$ cat src/rtl/core/pde_pkg.sv
// ----------------------------------------------------------------------------
// pde_pkg
// Shared types, constants and helpers of the pack delta instruction encoder.
// ----------------------------------------------------------------------------
`default_nettype none

package pde_pkg;

  localparam int unsigned MaxBytes = 8;
  localparam int unsigned IdxW     = $clog2(MaxBytes);

  localparam logic [6:0]  ChunkMax       = 7'd127;
  localparam logic [23:0] CopyDefaultLen = 24'h010000;
  localparam logic [7:0]  CopyOpFlag     = 8'h80;

  typedef enum logic [1:0] {
    OpSize     = 2'd0,
    OpCopy     = 2'd1,
    OpInsStart = 2'd2,
    OpInsData  = 2'd3
  } op_e;

  // One encoded item: up to eight stream bytes.
  typedef struct packed {
    logic [MaxBytes-1:0][7:0] bytes;
    logic [IdxW-1:0]          last_idx;
    logic                     fin;
    logic                     misuse;
  } item_t;

  function automatic logic [6:0] chunk_of(input logic [31:0] remaining);
    logic [6:0] c;
    if (remaining > {25'd0, ChunkMax}) begin
      c = ChunkMax;
    end else begin
      c = remaining[6:0];
    end
    return c;
  endfunction

endpackage

`default_nettype wire

$ cat src/rtl/core/pde_encode.sv
// ----------------------------------------------------------------------------
// pde_encode
// Encodes one delta item into its stream bytes and keeps the insert state.
// ----------------------------------------------------------------------------
`default_nettype none

module pde_encode (
  input  wire logic                clk_i,
  input  wire logic                rst_ni,
  input  wire logic                accept_i,
  input  wire logic [1:0]          operation_i,
  input  wire logic [31:0]         value_i,
  input  wire logic [23:0]         copy_length_i,
  input  wire logic [7:0]          data_byte_i,
  input  wire logic                final_req_i,
  output pde_pkg::item_t           item_o,
  output logic                     emit_o
);

  logic [31:0] rem_q, rem_d;
  logic [6:0]  cl_q, cl_d;

  logic [34:0] vx;
  logic [31:0] clx;
  logic [2:0]  var_last;
  logic [2:0]  ofs_last;
  logic [2:0]  len_n;
  logic [2:0]  kk;
  logic [2:0]  jj;
  logic [31:0] rem_n;
  logic [6:0]  cl_n;
  logic [6:0]  chunk;
  pde_pkg::op_e op;

  assign vx  = {3'd0, value_i};
  assign clx = {8'd0, copy_length_i};
  assign op  = pde_pkg::op_e'(operation_i);

  always_comb begin
    item_o   = '0;
    emit_o   = 1'b0;
    rem_d    = rem_q;
    cl_d     = cl_q;
    var_last = 3'd0;
    ofs_last = 3'd0;
    len_n    = 3'd0;
    kk       = 3'd0;
    jj       = 3'd0;
    rem_n    = rem_q - 32'd1;
    cl_n     = cl_q - 7'd1;
    chunk    = 7'd0;
    item_o.fin = final_req_i;
    case (op)
      pde_pkg::OpSize: begin
        rem_d  = '0;
        cl_d   = '0;
        emit_o = 1'b1;
        if (|value_i[31:28]) begin
          var_last = 3'd4;
        end else if (|value_i[31:21]) begin
          var_last = 3'd3;
        end else if (|value_i[31:14]) begin
          var_last = 3'd2;
        end else if (|value_i[31:7]) begin
          var_last = 3'd1;
        end
        for (int k = 0; k < 5; k++) begin
          item_o.bytes[k] = {(3'(k) < var_last), vx[7*k +: 7]};
        end
        item_o.last_idx = var_last;
      end
      pde_pkg::OpCopy: begin
        rem_d  = '0;
        cl_d   = '0;
        emit_o = 1'b1;
        if (|value_i[31:24]) begin
          ofs_last = 3'd3;
        end else if (|value_i[31:16]) begin
          ofs_last = 3'd2;
        end else if (|value_i[31:8]) begin
          ofs_last = 3'd1;
        end
        if (copy_length_i != pde_pkg::CopyDefaultLen) begin
          if (|copy_length_i[23:16]) begin
            len_n = 3'd3;
          end else if (|copy_length_i[23:8]) begin
            len_n = 3'd2;
          end else if (|copy_length_i[7:0]) begin
            len_n = 3'd1;
          end
        end
        item_o.bytes[0] = pde_pkg::CopyOpFlag;
        for (int i = 0; i < 4; i++) begin
          item_o.bytes[0][i] = (3'(i) <= ofs_last);
        end
        for (int j = 0; j < 3; j++) begin
          item_o.bytes[0][4+j] = (3'(j) < len_n);
        end
        for (int k = 1; k < 8; k++) begin
          kk = 3'(k - 1);
          jj = kk - ofs_last - 3'd1;
          if (kk <= ofs_last) begin
            item_o.bytes[k] = value_i[8*kk[1:0] +: 8];
          end else if (jj < len_n) begin
            item_o.bytes[k] = clx[8*jj[1:0] +: 8];
          end
        end
        item_o.last_idx = ofs_last + len_n + 3'd1;
      end
      pde_pkg::OpInsStart: begin
        rem_d = value_i;
        cl_d  = '0;
        if (value_i != '0) begin
          chunk           = pde_pkg::chunk_of(value_i);
          emit_o          = 1'b1;
          item_o.bytes[0] = {1'b0, chunk};
          cl_d            = chunk;
        end
      end
      pde_pkg::OpInsData: begin
        emit_o = 1'b1;
        if (rem_q == '0) begin
          item_o.misuse = 1'b1;
        end else begin
          item_o.bytes[0] = data_byte_i;
          rem_d = rem_n;
          if (rem_n == '0) begin
            cl_d = '0;
          end else if (cl_n == '0) begin
            chunk           = pde_pkg::chunk_of(rem_n);
            item_o.bytes[1] = {1'b0, chunk};
            item_o.last_idx = 3'd1;
            cl_d            = chunk;
          end else begin
            cl_d = cl_n;
          end
        end
      end
      default: begin
        emit_o = 1'b0;
      end
    endcase
  end

  always_ff @(posedge clk_i or negedge rst_ni) begin
    if (!rst_ni) begin
      rem_q <= '0;
      cl_q  <= '0;
    end else if (accept_i) begin
      rem_q <= rem_d;
      cl_q  <= cl_d;
    end
  end

endmodule

`default_nettype wire

$ cat src/rtl/core/pde_serialize.sv
// ----------------------------------------------------------------------------
// pde_serialize
// Holding register plus byte shifter: emits an encoded item one beat per byte.
// ----------------------------------------------------------------------------
`default_nettype none

module pde_serialize (
  input  wire logic           clk_i,
  input  wire logic           rst_ni,
  input  wire logic           load_i,
  input  wire pde_pkg::item_t item_i,
  output logic                busy_o,
  output logic                out_valid_o,
  input  wire logic           out_stall_i,
  output logic [7:0]          out_byte_o,
  output logic                last_of_item_o,
  output logic                end_of_delta_o,
  output logic                misuse_o
);

  pde_pkg::item_t              a_q, b_q;
  logic                        a_valid_q, b_valid_q;
  logic [pde_pkg::IdxW-1:0]    idx_q;
  logic                        b_last;
  logic                        b_pop;
  logic                        b_done;
  logic                        a_move;

  assign b_last = (idx_q == b_q.last_idx);
  assign b_pop  = b_valid_q && !out_stall_i;
  assign b_done = b_pop && b_last;
  assign a_move = a_valid_q && (!b_valid_q || b_done);
  assign busy_o = a_valid_q && !a_move;

  assign out_valid_o    = b_valid_q;
  assign out_byte_o     = b_q.bytes[idx_q];
  assign last_of_item_o = b_last;
  assign end_of_delta_o = b_last && b_q.fin;
  assign misuse_o       = b_q.misuse;

  always_ff @(posedge clk_i or negedge rst_ni) begin
    if (!rst_ni) begin
      a_valid_q <= 1'b0;
      b_valid_q <= 1'b0;
      idx_q     <= '0;
    end else begin
      if (load_i) begin
        a_valid_q <= 1'b1;
      end else if (a_move) begin
        a_valid_q <= 1'b0;
      end
      if (a_move) begin
        b_valid_q <= 1'b1;
        idx_q     <= '0;
      end else if (b_done) begin
        b_valid_q <= 1'b0;
        idx_q     <= '0;
      end else if (b_pop) begin
        idx_q <= idx_q + {{(pde_pkg::IdxW-1){1'b0}}, 1'b1};
      end
    end
  end

  always_ff @(posedge clk_i) begin
    if (load_i) begin
      a_q <= item_i;
    end
    if (a_move) begin
      b_q <= a_q;
    end
  end

endmodule

`default_nettype wire

$ cat src/rtl/core/pack_delta_instruction_encoder.sv
// ----------------------------------------------------------------------------
// pack_delta_instruction_encoder
// Serializes delta items (sizes, copies, inserts) into the pack delta stream.
// ----------------------------------------------------------------------------
// Usage:
//   Input channel (in_valid_i / in_stall_o) takes one item per beat: a size
//   varint, a copy instruction, an insert start or one insert data byte.
//   Output channel (out_valid_o / out_stall_i) gives one stream byte per beat,
//   with last_of_item_o on the final byte of an item and end_of_delta_o on
//   the final byte of an item marked final_req_i.
//   An item is encoded in the cycle it is accepted and sits in a holding
//   register; its first byte appears once it moves into the output register.
//   Throughput: one output byte per cycle while the receiver does not stall.
//   An item has one byte for an insert start or a plain data byte, two for
//   a data byte that closes a chunk with more to come, 1-5 for a size and
//   2-8 for a copy. An insert start of length zero produces no beat.
//   Reset clears the insert state and empties the holding and output registers.
//   While the receiver stalls, the current byte holds and one further item
//   is taken into the holding register before in_stall_o rises.
// ----------------------------------------------------------------------------
`default_nettype none

module pack_delta_instruction_encoder (
  input  wire logic        clk_i,
  input  wire logic        rst_ni,
  input  wire logic        in_valid_i,
  output logic             in_stall_o,
  input  wire logic [1:0]  operation_i,
  input  wire logic [31:0] value_i,
  input  wire logic [23:0] copy_length_i,
  input  wire logic [7:0]  data_byte_i,
  input  wire logic        final_req_i,
  output logic             out_valid_o,
  input  wire logic        out_stall_i,
  output logic [7:0]       out_byte_o,
  output logic             last_of_item_o,
  output logic             end_of_delta_o,
  output logic             misuse_o
);

  pde_pkg::item_t enc_item;
  logic           enc_emit;
  logic           accept;
  logic           busy;

  assign in_stall_o = busy;
  assign accept     = in_valid_i && !busy;

  pde_encode u_encode (
    .clk_i         (clk_i),
    .rst_ni        (rst_ni),
    .accept_i      (accept),
    .operation_i   (operation_i),
    .value_i       (value_i),
    .copy_length_i (copy_length_i),
    .data_byte_i   (data_byte_i),
    .final_req_i   (final_req_i),
    .item_o        (enc_item),
    .emit_o        (enc_emit)
  );

  pde_serialize u_serialize (
    .clk_i          (clk_i),
    .rst_ni         (rst_ni),
    .load_i         (accept && enc_emit),
    .item_i         (enc_item),
    .busy_o         (busy),
    .out_valid_o    (out_valid_o),
    .out_stall_i    (out_stall_i),
    .out_byte_o     (out_byte_o),
    .last_of_item_o (last_of_item_o),
    .end_of_delta_o (end_of_delta_o),
    .misuse_o       (misuse_o)
  );

endmodule

`default_nettype wire

$ cat config.mk
export PLATFORM = sky130hd
export DESIGN_NAME = pack_delta_instruction_encoder
export DESIGN_NICKNAME = d
export VERILOG_FILES = /design/src/rtl/core/pde_pkg.sv /design/src/rtl/core/pde_encode.sv /design/src/rtl/core/pde_serialize.sv /design/src/rtl/core/pack_delta_instruction_encoder.sv
export SDC_FILE = /design/constraint.sdc
export NUM_CORES = 1
export LEC_CHECK = 0
export ABC_AREA = 1
export BUFFER_PORTS_ARGS = -buffer_cell sky130_fd_sc_hd__buf_2
export CAP_MARGIN = 25
export CELL_PAD_IN_SITES_DETAIL_PLACEMENT = 1
export CELL_PAD_IN_SITES_GLOBAL_PLACEMENT = 1
export CORE_MARGIN = 2
export CORE_UTILIZATION = 45
export DETAILED_ROUTE_END_ITERATION = 8
export GPL_TIMING_DRIVEN = 0
export PLACE_DENSITY = 0.84
export SETUP_SLACK_MARGIN = 0.2
export SKIP_CTS_REPAIR_TIMING = 1
export SLEW_MARGIN = 20
export SYNTH_ARGS = -nofsm -noshare
export SYNTH_HDL_FRONTEND = slang
export SYNTH_SLANG_ARGS = --single-unit
$ cat constraint.sdc
create_clock -name clk_i -period 8.2 [get_ports clk_i]
set_clock_uncertainty 0.2 [all_clocks]
set_input_delay 0 -clock clk_i [delete_from_list [all_inputs] [get_ports clk_i]]
set_output_delay 0 -clock clk_i [all_outputs]
set_load 0.02 [all_outputs]
# Word level (Yosys, flattened, before mapping)
# Index checks and enable logic that the tools add are counted.
[totals]
register_bits = 182
word_cells = 176
[classes]
addsub = 19
order_cmp = 25
eq_ne = 6
shifts = 7
mux = 59
reduce_logical = 33
[ops]
columns = ["op", "count"]
rows = [
  ["$shiftx 32x6->8", 7],
  ["$mux 8", 16],
  ["$pmux 32 s3", 1],
  ["$gt 32x7->1 const B", 2],
  ["$logic_not 32->1", 2],
  ["$mux 7", 8],
  ["$pmux 24 s2", 1],
  ["$mux 3", 14],
  ["$mux 32", 1],
  ["$pmux 8 s4", 1],
  ["$reduce_bool 32->1", 1],
  ["$reduce_or 16->1", 2],
  ["$sub 32x1->32 const B", 1],
  ["$reduce_or 25->1", 1],
  ["$bmux 8 s3", 1],
  ["$ne 24x17->1 const B", 1],
  ["$pmux 8 s3", 1],
  ["$reduce_or 24->1", 1],
  ["$reduce_or 8->1", 3],
  ["$lt 3x3->1", 7],
  ["$pmux 7 s3", 1],
  ["$sub 3x1->3 const B", 7],
  ["$mux 19", 1],
  ["$reduce_or 18->1", 1],
  ["other kinds (33)", 67],
]

# Longest topological paths before layout
# Gate-level depths: netlist (run 1).
[logic_depth]
depth_word = 11
depth_mapped = 19

# Hierarchy
# Synthesis (run 1) repeated with hierarchy kept, for this count alone.
[hier_totals]
cells_unflattened = 1200
area_unflattened_um2 = 10312.4
[modules_own_cells]
columns = ["module", "n_inst", "cells_per_inst", "area_each_um2", "seq_area_each_um2"]
rows = [
  ["pde_encode", 1, 896, 5216.3, 975.9],
  ["pde_serialize", 1, 299, 5072.4, 4269.1],
  ["pack_delta_instruction_encoder", 1, 5, 23.8, 0.0],
]

# Worst setup path after synthesis (run 1)
# No wires, ideal clock.
[synth_timing]
path_type = "register to register"
startpoint = "register u_serialize.idx_q[0] (netlist bit)"
endpoint = "register u_serialize.a_q[0] (netlist bit), enable pin"
setup_ns = 0.496
arrival_time_ns = 4.249
t_required_ns = 7.504
slack_ns = 3.255
stages_incl_launch_ff = 11
n_path_buf = 1
period_less_slack_ns = 4.945
path_cell_list = "dfrtp_1 buf_4 xnor2_1 nand3_1 inv_2 nand2_1 nand2_1 nor2_1 inv_1 nand2_1 nor2_1"
[synth_via]
elab_chain_cells = 9
[synth_rtl]
columns = ["element", "line_no", "text"]
rows = [
  ["start, declared", "pde_serialize.sv:23", "logic [pde_pkg::IdxW-1:0] idx_q;"],
  ["start signal, assigned", "pde_serialize.sv:59", "idx_q <= idx_q + {{(pde_pkg::IdxW-1){1'b0}}, 1'b1};"],
  ["$eq 3x3->1", "pde_serialize.sv:29", "assign b_last = (idx_q == b_q.last_idx);"],
  ["net last_of_item_o", "pack_delta_instruction_encoder.sv:36", "output logic last_of_item_o,"],
  ["$logic_and 1x1->1", "pde_serialize.sv:31", "assign b_done = b_pop && b_last;"],
  ["$logic_or 1x1->1", "pde_serialize.sv:32", "assign a_move = a_valid_q && (!b_valid_q || b_done);"],
  ["$logic_and 1x1->1", "pde_serialize.sv:32", ""],
  ["$logic_not 1->1", "pde_serialize.sv:33", "assign busy_o = a_valid_q && !a_move;"],
  ["$logic_and 1x1->1", "pde_serialize.sv:33", ""],
  ["net in_stall_o", "pack_delta_instruction_encoder.sv:27", "output logic in_stall_o,"],
  ["$logic_not 1->1", "pack_delta_instruction_encoder.sv:47", "assign accept = in_valid_i && !busy;"],
  ["$logic_and 1x1->1", "pack_delta_instruction_encoder.sv:47", ""],
  ["$logic_and 1x1->1", "pack_delta_instruction_encoder.sv:65", ".load_i (accept && enc_emit),"],
  ["net u_serialize.load_i", "pde_serialize.sv:10", "input wire logic load_i,"],
  ["end signal, assigned", "pde_serialize.sv:66", "a_q <= item_i;"],
  ["end, declared", "pde_serialize.sv:21", "pde_pkg::item_t a_q, b_q;"],
]
# The timed path passes the listed nets, and every way through them passes these cells.
# A chain may end at the register's enable or synchronous reset.

==> impl_metrics.tcl, run 1 <==
set metrics [dict create \
    vias 9967 \
    cts.clk_slew.worst_paths_ns 0.07 \
    grt_max_degree 45 \
    clk_latency_ns 0.45 \
    setup_ws_ns 2.66 \
    io_pins 84 \
    cts_max_level 4 \
    violations "negative hold slack" \
    instances_no_fill 1723 \
    final_layout_size_suffix_gt1_frac 0.127 \
    cp.required_ns 8.31 \
    ys_ff_latch 182 \
    ys_async_sr_fraction 0.242 \
    dr.first_iter.drc_count 1022 \
    synth_area_um2 10400 \
    fin_util 0.553 \
    grt_overflow 0 \
    hold_path_class "in -> reg" \
    crit_path_start_kind "primary input" \
    root_buffer "clkbuf_16" \
    die_h_um 156 \
    power.density_nw_per_um2 332 \
    maxSlewViolCount 0 \
    synthFlopType "edfxtp_1" \
    initial_core_util 0.458 \
    vdd_drop_max_v 0.000154 \
    wirelength_um 39200 \
    end_kind "register" \
    period_minus_slack_ns 5.54 \
    grt_pass1_wl_um 54900 \
    crit_fanout 13 \
    hold_viol 2 \
    synth_warnings 0 \
    yosys.area.top_type_share 0.400 \
    worstSetupPathType "in -> reg" \
    timing.hold.ws_ns -0.0219 \
    track_usage 0.303 \
    clock_sinks 182 \
    placedCellCount 1621 \
    firstDrtPassIters 5 \
    syn_inst 1249 \
    p_leak_nw 5.40 \
    synthTopCellsByArea "edfxtp_1 (40%), nand2_1 (11%), dfrtp_1 (11%)" \
    antenna_found_initial 0 \
    finalSetupViolations 0 \
    fill_cells 2734 \
    yosysSeqAreaShare 0.506 \
    synth_top_area_cell "edfxtp_1" \
    worstPathArrival_ns 5.65 \
    place_ws_ns 2.93 \
    nets 1511 \
    die_w_um 156 \
    status "finished with violations" \
    finalSetupTns_ns 0 \
    ys_types 49 \
    synth_nets 1337 \
    cts_tree "yes" \
    drc 0 \
    maxSlewHeadroom 0.317 \
    portBuffers 83 \
    fmax_mhz 180 \
    detail-route-antenna-nets 0 \
    grt_pass1_vias 9627 \
    core.rowCount 55 \
    synth_edf_count 138 \
    cts_inserted_buffers 17 \
    dieArea_um2 24300 \
    cap_violations 0 \
    avgSynthCellArea_um2 8.30 \
    dp_hpwl_um 28400 \
    gp_congestion 0.982 \
    routed_via_density 5.78 \
    worst_pin_slew_ns 1.01 \
    rsz0062_at_grt "no" \
    rr_startpoint "u_encode.rem_q[0]" \
    drt-wirelength-per-cell_um 22.8 \
    syn2layout_area_growth_pct 20.8 \
    fp.coreArea_um2 22600 \
    period_share 0.676 \
    crit_path_start "value_i[30]" \
    hold_path.startpoint "copy_length_i[22]" \
    cts_max_path_buffers 2 \
]
==> sequential cells by signal, summed over array words and instances, names as in the netlist <==
register	count
u_serialize.a_valid_q	1
u_serialize.b_q	68
u_serialize.idx_q	3
u_serialize.out_valid_o	1
u_serialize.misuse_o	1
u_encode.cl_q	7
u_encode.rem_q	32
u_serialize.a_q	69
==> worst max-delay path, cell delays in order <==
cell           delay [ns]
dlygate4sd3_1        0.53
buf_2                0.12
inv_1                0.16
nand2_1              0.09
nor3_2               0.24
nand2_2              0.25
nor2_4               0.34
nand2_1              0.12
nand2_1              0.17
inv_2                0.12
clkbuf_1             0.32
ha_1                 0.37
nor2_1               0.41
inv_1                0.26
ha_1                 0.33
a211oi_1             0.57
nand2_1              0.25
o32ai_1              0.39
dlygate4sd3_1        0.61
==> per-stage QoR <==
step	hold WS, ns	area (um^2)	power (mW)
after global routing	0.0157	12500	4.43
after CTS	-0.581	11900	4.10
after global placement	-0.00779	11100	3.18
after floorplan	-0.496	10400	2.67
after detailed placement	-0.111	11300	3.28
final	-0.0219	12500	4.16
==> cell type report <==
type | count | area, um^2 | share of cell area
Buffer | 39 | 193 | 0.0154
Clock buffer | 18 | 429 | 0.0342
Clock inverter | 14 | 159 | 0.0127
Sequential cell | 182 | 5250 | 0.419
Antenna cell | 2 | 5.00 | 0.000399
Timing Repair Buffer | 155 | 1200 | 0.0955
Tap cell | 285 | 357 | 0.0285
Multi-Input combinational cell | 857 | 4310 | 0.344
Inverter | 171 | 642 | 0.0512
==> logic make-up after synthesis <==
family / Yosys count / share of synthesized area
xor+xnor: 12 / 0.0101
compound gates: 250 / 0.143
buf+inv: 210 / 0.0805
flops: 182 / 0.506
fa+ha+maj: 17 / 0.0220
simple gates: 578 / 0.238
==> path summary, 6_finish.rpt <==
kind                       cells past startpoint  slack [ns]                    to
max                                           19        2.66   u_serialize.a_q[43]
min                                            5       -0.02   u_serialize.a_q[67]
max reg2reg                                   16        4.44   u_serialize.a_q[18]
min reg2reg                                    0        0.21   u_serialize.b_q[66]
max in group asynchronous                      4        6.24  u_serialize.idx_q[2]
min in group asynchronous                      3        0.46  u_serialize.idx_q[1]
==> layout by cell type (no fill, tap or decap), types with 12 or more instances in the layout <==
| cell type | Yosys | routed |
|---|---|---|
| nand2_1 | 300 | 300 |
| nor2_1 | 179 | 177 |
| inv_1 | 155 | 155 |
| edfxtp_1 | 138 | 138 |
| o21ai_0 | 124 | 124 |
| buf_2 | 4 | 87 |
| dlygate4sd3_1 | 0 | 67 |
| dfrtp_1 | 44 | 44 |
| nand3_1 | 37 | 37 |
| a21oi_1 | 28 | 28 |
| clkbuf_1 | 26 | 27 |
| o22ai_1 | 21 | 21 |
| o221ai_1 | 19 | 19 |
| nand4_1 | 17 | 17 |
| o21ai_1 | 17 | 17 |
| clkbuf_16 | 0 | 17 |
| ha_1 | 15 | 15 |
| inv_2 | 12 | 12 |
==> synthesized netlist by cell type, types with 7 or more instances <==
master	instances
xor2_1	8
a21oi_1	28
o21ai_0	124
o22ai_1	21
o221ai_1	19
nor3_1	8
dfrtp_1	44
nor2_1	179
nor2_4	7
a31oi_1	9
inv_2	12
ha_1	15
nand2_1	300
clkbuf_1	26
nand4_1	17
nand2_2	9
edfxtp_1	138
o21ai_1	17
inv_1	155
nand3_1	37
==> power by group <==
part / leakage (nW) / switching [mW] / internal (mW)
logic: 3.26 / 1.35 / 0.559
registers: 1.85 / 0.145 / 1.28
clock network: 0.284 / 0.420 / 0.410
total: 5.40 / 1.91 / 2.25
==> metal layers <==
layer  global-route usage  vias to the layer above  share of wire
li1                     -                     4532              -
met1                0.379                     4828           0.40
met2                0.524                      426           0.49
met3               0.0389                      181          0.052
met4                0.143                        0          0.062
met5                    0                        -              0
(Power assumes the default switching activity.)
==> inputs of run 2 (changes only) <==
clock period = 5.19 ns   (was 8.2 ns; I/O delays follow)
==> run 2 against run 1 <==
Non-clock buffer count up 10. Sequential share of layout area shrank 0.33 points. Combinational power grew 59%. Sequential cell count unchanged. Count of clock-buffer cells in the layout is the same. Cell area rose by 0.80%. The run still ends with negative hold slack left.
==> impl_metrics.tcl, run 2 (same netlist as run 1, synthesis figures left out) <==
set metrics [dict create \
    status "finished with violations" \
    violations "negative hold slack" \
    grt_util_met1 0.379 \
    path_cells "dlygate4sd3_1, buf_2, nor4_1, nand3_1, nand2_1, nand2_1, inv_2, clkbuf_1, ha_1, nor2_1, inv_1, ha_1, a211oi_1, nand2_1, o311ai_1" \
    drt-wirelength-per-cell_um 23.3 \
    hold_path_class "in -> reg" \
    die_w_um 156 \
    grt_util_met3 0.0392 \
    fin_util 0.558 \
    nets 1521 \
    clk_latency_ns 0.45 \
    dr.first_iter.drc_count 1036 \
    dp_hpwl_um 28400 \
    firstDrtPassIters 5 \
    fp.coreArea_um2 22600 \
    seq_area_um2 5250 \
    endpoint "u_serialize.a_q[38]" \
    antenna_found_initial 3 \
    cts_max_path_buffers 2 \
    worstSetupPathType "in -> reg" \
    place_area_um2 11300 \
    top_register "u_serialize.a_q" \
    largest_register_ffs 69 \
    final_layout_size_suffix_gt1_frac 0.126 \
    hold_path.startpoint "copy_length_i[5]" \
    gp_congestion 0.982 \
    multi_input_area_um2 4310 \
    routed_via_density 5.86 \
    worst_r2r_endpoint "u_serialize.a_q[18]" \
    maxSlewViolCount 0 \
    maxSlewHeadroom 0.236 \
    placedCellCount 1621 \
    crit_path_start_kind "primary input" \
    rr_startpoint "u_encode.rem_q[0]" \
    grt_max_degree 45 \
    detail-route-antenna-nets 0 \
    period_minus_slack_ns 4.80 \
    most-common-layout-cells "nand2_1 (300), nor2_1 (177), inv_1 (155)" \
    period_share 0.924 \
    vdd_drop_max_v 0.000256 \
    grt_overflow 0 \
    finalSetupTns_ns 0 \
    grt_busiest_layer "met2" \
    power.density_nw_per_um2 525 \
    root_buffer "clkbuf_16" \
    cts_tree "yes" \
    crit_fanout 13 \
    final_common_cell "nand2_1" \
    die_h_um 156 \
    grt_pass1_wl_um 54900 \
    use_met2 0.523 \
    grt_pass1_vias 9640 \
    setup_ws_ns 0.394 \
    cp_slowest_cell "o311ai_1" \
    vias 10200 \
    rsz0062_at_grt "no" \
    rr_worst_depth 16 \
    finalSetupViolations 0 \
    power_mw 6.64 \
    cp.required_ns 5.16 \
    timing.hold.ws_ns -0.0174 \
    p_leak_nw 5.43 \
    drc 0 \
    clock_sinks 182 \
    instances_no_fill 1733 \
    reg_top3 "u_serialize.a_q: 69 flops, u_serialize.b_q: 68 flops, u_encode.rem_q: 32 flops" \
    cts_max_level 4 \
    cts.clk_slew.worst_paths_ns 0.07 \
    dieArea_um2 24300 \
    hold_viol 1 \
    initial_core_util 0.458 \
    worst_pin_slew_ns 1.13 \
    portBuffers 83 \
    crit_path_start "value_i[13]" \
    io_pins 84 \
    cp_common_cell "nand2_1" \
    slowest_delay_ns 0.64 \
    wirelength_um 40500 \
    design_area_um2 12600 \
    worstPathArrival_ns 4.76 \
    fill_cells 2765 \
    syn2layout_area_growth_pct 21.8 \
    cap_violations 0 \
    end_kind "register" \
    core.rowCount 55 \
    fmax_mhz 209 \
    track_usage 0.303 \
    place_ws_ns -0.0840 \
    cts_inserted_buffers 17 \
    r2r_slack_ns 1.34 \
]
run 2: area by class of cell:
cell class	instances	share of cell area
inverter	171	0.0508
clock inverter	14	0.0126
buffer	39	0.0153
antenna	2	0.000396
sequential	182	0.415
clock buffer	18	0.0340
tap	285	0.0282
multi-input combinational	857	0.341
timing repair buffer	165	0.103
run 2: worst min path at each step:
| stage | endpoint | depth (start not counted) | slack, ns |
|---|---|---|---|
| floorplan | u_encode.cl_q[0] | 0 | -0.50 |
| global placement | u_serialize.a_q[1] | 1 | -0.008 |
| detailed placement | u_serialize.idx_q[1] | 1 | -0.11 |
| CTS | u_serialize.out_valid_o | 1 | -0.58 |
| global route | u_serialize.a_q[34] | 3 | -0.0009 |
| finish | u_serialize.a_q[50] | 5 | -0.02 |
run 2: worst max-delay path, delay by kind of cell:
| family | cells | cell delay [ns] |
|---|---|---|
| compound gates | 2 | 1.22 |
| fa+ha+maj | 2 | 0.65 |
| buf+inv | 5 | 1.66 |
| simple gates | 6 | 1.23 |
run 2: power breakdown:
part	total [mW]	internal (mW)	switching (mW)	leakage [nW]
Combinational	3.04	0.893	2.15	3.30
Sequential	2.25	2.02	0.236	1.85
Clock	1.34	0.648	0.688	0.284
run 2: layer usage:
layer | vias up | routed length (um)
li1 | 4553 | -
met1 | 4977 | 15900
met2 | 479 | 20000
met3 | 146 | 2410
met4 | 0 | 2150
met5 | - | 0
